**config.mk**
```make
export PLATFORM = sky130hd
export DESIGN_NAME = fbfl_ctrl
export DESIGN_NICKNAME = d
export VERILOG_FILES = /design/src/rtl/core/fbfl_pkg.sv /design/src/rtl/core/fbfl_ctrl.sv
export SDC_FILE = /design/constraint.sdc
export NUM_CORES = 1
export LEC_CHECK = 0
export ABC_AREA = 1
export BUFFER_PORTS_ARGS = -buffer_cell sky130_fd_sc_hd__buf_2
export CORE_AREA = 4 4 41 43
export DETAILED_ROUTE_END_ITERATION = 12
export DIE_AREA = 0 0 45 47
export GPL_TIMING_DRIVEN = 1
export PLACE_DENSITY = 0.45
export SLEW_MARGIN = 20
export SYNTH_ARGS = -nofsm -noshare
export SYNTH_HDL_FRONTEND = slang
export SYNTH_SLANG_ARGS = --single-unit
```
**constraint.sdc**
```tcl
create_clock -name clk -period 1.6 [get_ports clk]
set_input_delay 0.16 -clock clk [delete_from_list [all_inputs] [get_ports clk]]
set_output_delay 0.16 -clock clk [all_outputs]
set_load 0.02 [all_outputs]
```
**src/rtl/core/fbfl_pkg.sv**
```systemverilog
// shared types and constants of the fixed block free list allocator
// no dependencies
`default_nettype none

package fbfl_pkg;

	localparam int unsigned CfgW  = 13;
	localparam int unsigned IdxW  = 12;
	localparam int unsigned OffW  = 24;
	localparam int unsigned SizeW = 14;

	typedef enum logic [1:0] {
		RSP_ALLOC     = 2'd0,
		RSP_FREED     = 2'd1,
		RSP_IGNORED   = 2'd2,
		RSP_EXHAUSTED = 2'd3
	} rsp_code_t;

	typedef enum logic {
		FUNC_ALLOC = 1'b0,
		FUNC_FREE  = 1'b1
	} func_t;

	typedef enum logic {
		CFG_BLOCK_SIZE  = 1'b0,
		CFG_PAGE_BLOCKS = 1'b1
	} cfg_reg_t;

	typedef enum logic [1:0] {
		S_IDLE,
		S_CARVE,
		S_POP_RD,
		S_POP_FIN
	} state_t;

	typedef struct packed {
		logic      push_free;
		logic      pop_read;
		logic      carve_start;
		logic      carve_step;
		logic      pop_finish;
		logic      rsp_load;
		rsp_code_t rsp_code;
	} cmd_t;

	typedef struct packed {
		logic head_valid;
		logic carve_fits;
		logic carve_last;
		logic free_ok;
		logic rsp_busy;
	} sts_t;

endpackage

`default_nettype wire

```
**src/rtl/core/fbfl_ctrl.sv**
```systemverilog
// allocator controller: request decode and the carve/pop sequence
// depends on fbfl_pkg
`default_nettype none

module fbfl_ctrl (
	input  logic            clk,
	input  logic            arst_n,
	input  logic            req_valid,
	input  logic            func,
	input  fbfl_pkg::sts_t  sts,
	output fbfl_pkg::cmd_t  cmd,
	output logic            req_stall
);

	fbfl_pkg::state_t state_q;
	fbfl_pkg::state_t state_d;
	logic             ready;
	logic             accept;

	assign ready     = (state_q == fbfl_pkg::S_IDLE) && !sts.rsp_busy;
	assign accept    = ready && req_valid;
	assign req_stall = !ready;

	always_ff @(posedge clk or negedge arst_n) begin
		if (!arst_n) begin
			state_q <= fbfl_pkg::S_IDLE;
		end else begin
			state_q <= state_d;
		end
	end

	always_comb begin
		state_d = state_q;
		unique case (state_q)
			fbfl_pkg::S_IDLE: begin
				if (accept && func == fbfl_pkg::FUNC_ALLOC) begin
					if (sts.head_valid) begin
						state_d = fbfl_pkg::S_POP_FIN;
					end else if (sts.carve_fits) begin
						state_d = fbfl_pkg::S_CARVE;
					end
				end
			end
			fbfl_pkg::S_CARVE: begin
				if (sts.carve_last) begin
					state_d = fbfl_pkg::S_POP_RD;
				end
			end
			fbfl_pkg::S_POP_RD: begin
				state_d = fbfl_pkg::S_POP_FIN;
			end
			fbfl_pkg::S_POP_FIN: begin
				state_d = fbfl_pkg::S_IDLE;
			end
			default: begin
				state_d = fbfl_pkg::S_IDLE;
			end
		endcase
	end

	always_comb begin
		cmd          = '0;
		cmd.rsp_code = fbfl_pkg::RSP_ALLOC;
		unique case (state_q)
			fbfl_pkg::S_IDLE: begin
				if (accept) begin
					if (func == fbfl_pkg::FUNC_FREE) begin
						cmd.rsp_load = 1'b1;
						if (sts.free_ok) begin
							cmd.push_free = 1'b1;
							cmd.rsp_code  = fbfl_pkg::RSP_FREED;
						end else begin
							cmd.rsp_code = fbfl_pkg::RSP_IGNORED;
						end
					end else if (sts.head_valid) begin
						cmd.pop_read = 1'b1;
					end else if (sts.carve_fits) begin
						cmd.carve_start = 1'b1;
					end else begin
						cmd.rsp_load = 1'b1;
						cmd.rsp_code = fbfl_pkg::RSP_EXHAUSTED;
					end
				end
			end
			fbfl_pkg::S_CARVE: begin
				cmd.carve_step = 1'b1;
			end
			fbfl_pkg::S_POP_RD: begin
				cmd.pop_read = 1'b1;
			end
			fbfl_pkg::S_POP_FIN: begin
				cmd.pop_finish = 1'b1;
				cmd.rsp_load   = 1'b1;
				cmd.rsp_code   = fbfl_pkg::RSP_ALLOC;
			end
			default: begin
				cmd = '0;
			end
		endcase
	end

endmodule

`default_nettype wire

```
[Word level (Yosys, flattened, before mapping)]
Cells that the tools add are included.
Storage, ports and cells
  bits in read-only memories: 0
  flip-flop bits (word level): 2
  bits in writable memories: 0
  latch bits: 0
  memories: 0
Operators by class
  shifts and indexed selects: 0
  mux-type cells: 23
  $add $sub $neg: 0
  magnitude comparators: 0
  equal/unequal tests: 6
  bitwise gates (word level): 1
  multiply operators: 0
  reductions and logical operators: 7
  divide/modulo/power cells: 0
Operators with widths (number)
  $mux 3: 5
  $mux 2: 6
  $mux 1: 9
  $pmux 2 s4: 1
  $pmux 3 s2: 1
  $eq 2x2->1 const B: 2
  $logic_and 1x1->1: 3
  $ne 3x3->1 const B: 1
  $reduce_and 3->1: 1
  $eq 2x1->1 const B: 1
  $logic_not 1->1: 2
  $logic_not 2->1: 1
  $ne 2x1->1 const B: 1
  $ne 2x2->1 const B: 1
  $pmux 1 s2: 1
  $not 1->1: 1

[Depth between registers and ports, before layout]
  word-level depth: 6
  gate-level depth with buffers: 9
  gate-level depth less buffers: 9

[Worst setup path after synthesis]
No wires, ideal clock.
  kind: reg2out
  from: register state_q[0]
  to: output port cmd[5] in the netlist's numbering
  required time: 1.440 ns
  arrival: 1.548 ns
  path buffers: 0
  cell stages (with the launch flop): 5
  path slack: -0.108 ns
  path through: dfrtp_1 -> inv_1 -> ha_1 -> nand3_1 -> nor4b_1
RTL lines
  start: declaration: RTL line fbfl_ctrl.sv:15  | fbfl_pkg::state_t state_q;
  start signal: assignment: RTL line fbfl_ctrl.sv:26  | state_q <= fbfl_pkg::S_IDLE;
  start signal: assignment: RTL line fbfl_ctrl.sv:28  | state_q <= state_d;
  end: declaration: RTL line fbfl_ctrl.sv:11  | output fbfl_pkg::cmd_t cmd,

==> impl_metrics.toml <==
[synthesis]
yosysUniqueCellTypes = 12
async_flop_share_pct = 100
ys_seq_elements = 2
synth_seq_area_share_pct = 18.4
synthCells = 43
synth_commonest_cells = "nand2_1 (15), inv_1 (7), ha_1 (5), nor2_1 (5), nand3_1 (3)"
yosys.area.top_type = "ha_1"
netlist_area_um2 = 272
synth_top_cell_area_share_pct = 23.0
synth_warnings = 0
synthTopCellsByArea = "ha_1 (23%), nand2_1 (21%), dfrtp_1 (18%), inv_1 (9.7%), nor2_1 (6.9%)"
syn_nets = 57
synth_ff_type = "dfrtp_1"
synth_edf_count = 0
syn_area_per_cell_um2 = 6.31
synth.most_common_cell = "nand2_1"

[run_status]
outcome = "finished, final reports clean"

[timing]
tns_ps = 0
slew_headroom_pct = 82.2
maxSlewViolCount = 0
finClkSkew_ps = 0.963
finalCritPeriodShare_pct = 97.1
fin_crit_ps = 1550
worst_pin_slew_ps = 266
rsz0062_at_grt = "true"
hold_viol_final = 0
setup_viol = 0
fmax_ghz = 0.643

[floorplan]
fp-row-count = 13
ioPinCount = 18
die_area_mm2 = 0.00212
initial_core_util_pct = 20.9
die_w_um = 45
core_area_mm2 = 0.00130
die_height_um = 47

[route]
met3_wirelength_um = 80
wl_per_cell_um = 10.6
antenna_left = 0
drt_pass1_iterations = 2
vias_per_cell = 4.17
met2_length_um = 507
routed_wl_um = 947
drt_iter0_drc = 4
drc = 0
met1_length_um = 359
vias = 371
routed.top_layer = "met3"

[final_layout]
largest_reg_flops = 2
nets = 90
regMostFlops = "state_q"
antenna_cells = 0
utilization_pct = 43.1
layout-drive-gt1-share_pct = 58.1
area_growth_pct = 106
reg.largest.list = "state_q x2"

[power]
max-vdd-ir-drop_mv = 0.841
p_switching_mw = 0.441
p_comb_share_pct = 79.4
power.internal_mw = 0.540
pwr-share-clk_pct = 11.0
switching_share_pct = 44.9
p_seq_share_pct = 9.6
power.leakage_nw = 0.317
p_per_area_mw_per_mm2 = 1750

[critical_path]
startpoint_type = "register"
cp_max_fo = 3
crit_slowest_cell = "dfrtp_1"
cp-end-kind = "primary output"
crit_type = "reg2out"
crit_path_frequent_cell = "buf_4"
arrival_ps = 1390
crit_chain = "buf_4, buf_4, ha_1, a31o_2, buf_6"
r2r_slack_ps = 110
r2r-start = "state_q[0]"
cp_slowest_stage_delay_ps = 370
reg2regPathDepth = 12
cp.required_ps = 1440
startpoint = "state_q[1]"

[global_routing]
grt_pass1_wl_mm = 1.34
grt.total_usage_pct = 9.24
grt_max_degree = 5
grt_pass1_vias = 349
antenna_found_initial = 0
grt-ovfl-total = 0

[clock_tree]
cts.sinks = 2
clkSlewWorstSetupHoldPaths_ps = 30
clk_latency_ps = 220
clock_path_buffers = 2
cts_made_buffers = 3
cts_root_buffer = "clkbuf_4"
cts_tree = "done"
cts_max_level = 1

[placement]
place_congestion = 0.751
port_buffers = 17
dp_hpwl_um = 669

[hold_path]
hp-class = "in2async"

[job]
timing.max_cap.violations = 0
per-layer routing:
layer | vias to the layer above | global-route usage [%]
met4 | 0 | 7.02
li1 | 194 | -
met1 | 162 | 8.18
met5 | - | 0
met2 | 15 | 17.2
met3 | 0 | 3.07
power groups by stage:
stage / clock, mW / combinational (mW) / sequential (mW)
floorplan: 0 / 0.345 / 0.100
global placement: 0 / 0.538 / 0.0895
detailed placement: 0 / 0.541 / 0.0903
CTS: 0.114 / 0.620 / 0.0943
global route: 0.119 / 0.855 / 0.0971
finish: 0.108 / 0.779 / 0.0940
worst paths after layout:
kind                         endpoint
max reg2reg                state_q[1]
max                            cmd[6]
max in group asynchronous  state_q[0]
min reg2reg                state_q[0]
min                        state_q[1]
min in group clk           state_q[0]
final cells by class:
class                           instances  area (um^2)
Clock buffer                            3         22.5
Fill cell                             132          741
Inverter                                7         26.3
Multi-Input combinational cell         34          254
Sequential cell                         2         50.0
Tap cell                               15         18.8
Timing Repair Buffer                   28          189
cells by family after synthesis:
| kind of cell | after synthesis | synth area share [%] |
|---|---|---|
| AND/OR/NAND/NOR | 26 | 41.0 |
| buffers and inverters | 7 | 9.68 |
| adder cells (fa/ha/maj) | 5 | 23.0 |
| AO/OA/AOI/OAI | 3 | 7.83 |
| flip-flops | 2 | 18.4 |
worst max-delay path, delay by kind of cell (launching register included):
family	cells	cell delay, ps
compound gates	1	220
flops	1	370
buf+inv	3	390
fa+ha+maj	1	190
stage by stage:
stage	hold slack (ps)	area (um^2)	power, mW	instances	setup WS (ps)
after floorplan	-136	278	0.445	43	129
after detailed placement	-53.2	404	0.632	78	147
after CTS	246	482	0.828	85	2.51
after global routing	279	561	1.07	89	-36.9
final	260	561	0.980	89	45.8
after global placement	-53.3	404	0.627	78	179
repair_timing:
action	in CTS	in global routing
hold endpoints to repair	2	0
setup buffers	3	4
hold buffers	1	0
resized for setup	7	13
endpoints found under the setup margin	5	6
pin swaps	3	5
placed cells by master, fill, tap and decap left out:
cell type and n:
nor2_1 3, nand2_1 12, nand2_2 2, inv_1 5, nor2_4 2, clkbuf_4 3, nand2_4 1, buf_2 14
dlygate4sd3_1 1, nor2_2 1, or2_2 1, ha_1 4, buf_4 10, o21ai_0 1, nand3_1 2, nand3_4 1
nor4b_2 1, dfrtp_1 2, a31o_2 1, ha_4 1, inv_2 2, o21a_1 1, buf_6 3
(Power assumes the default switching activity.)
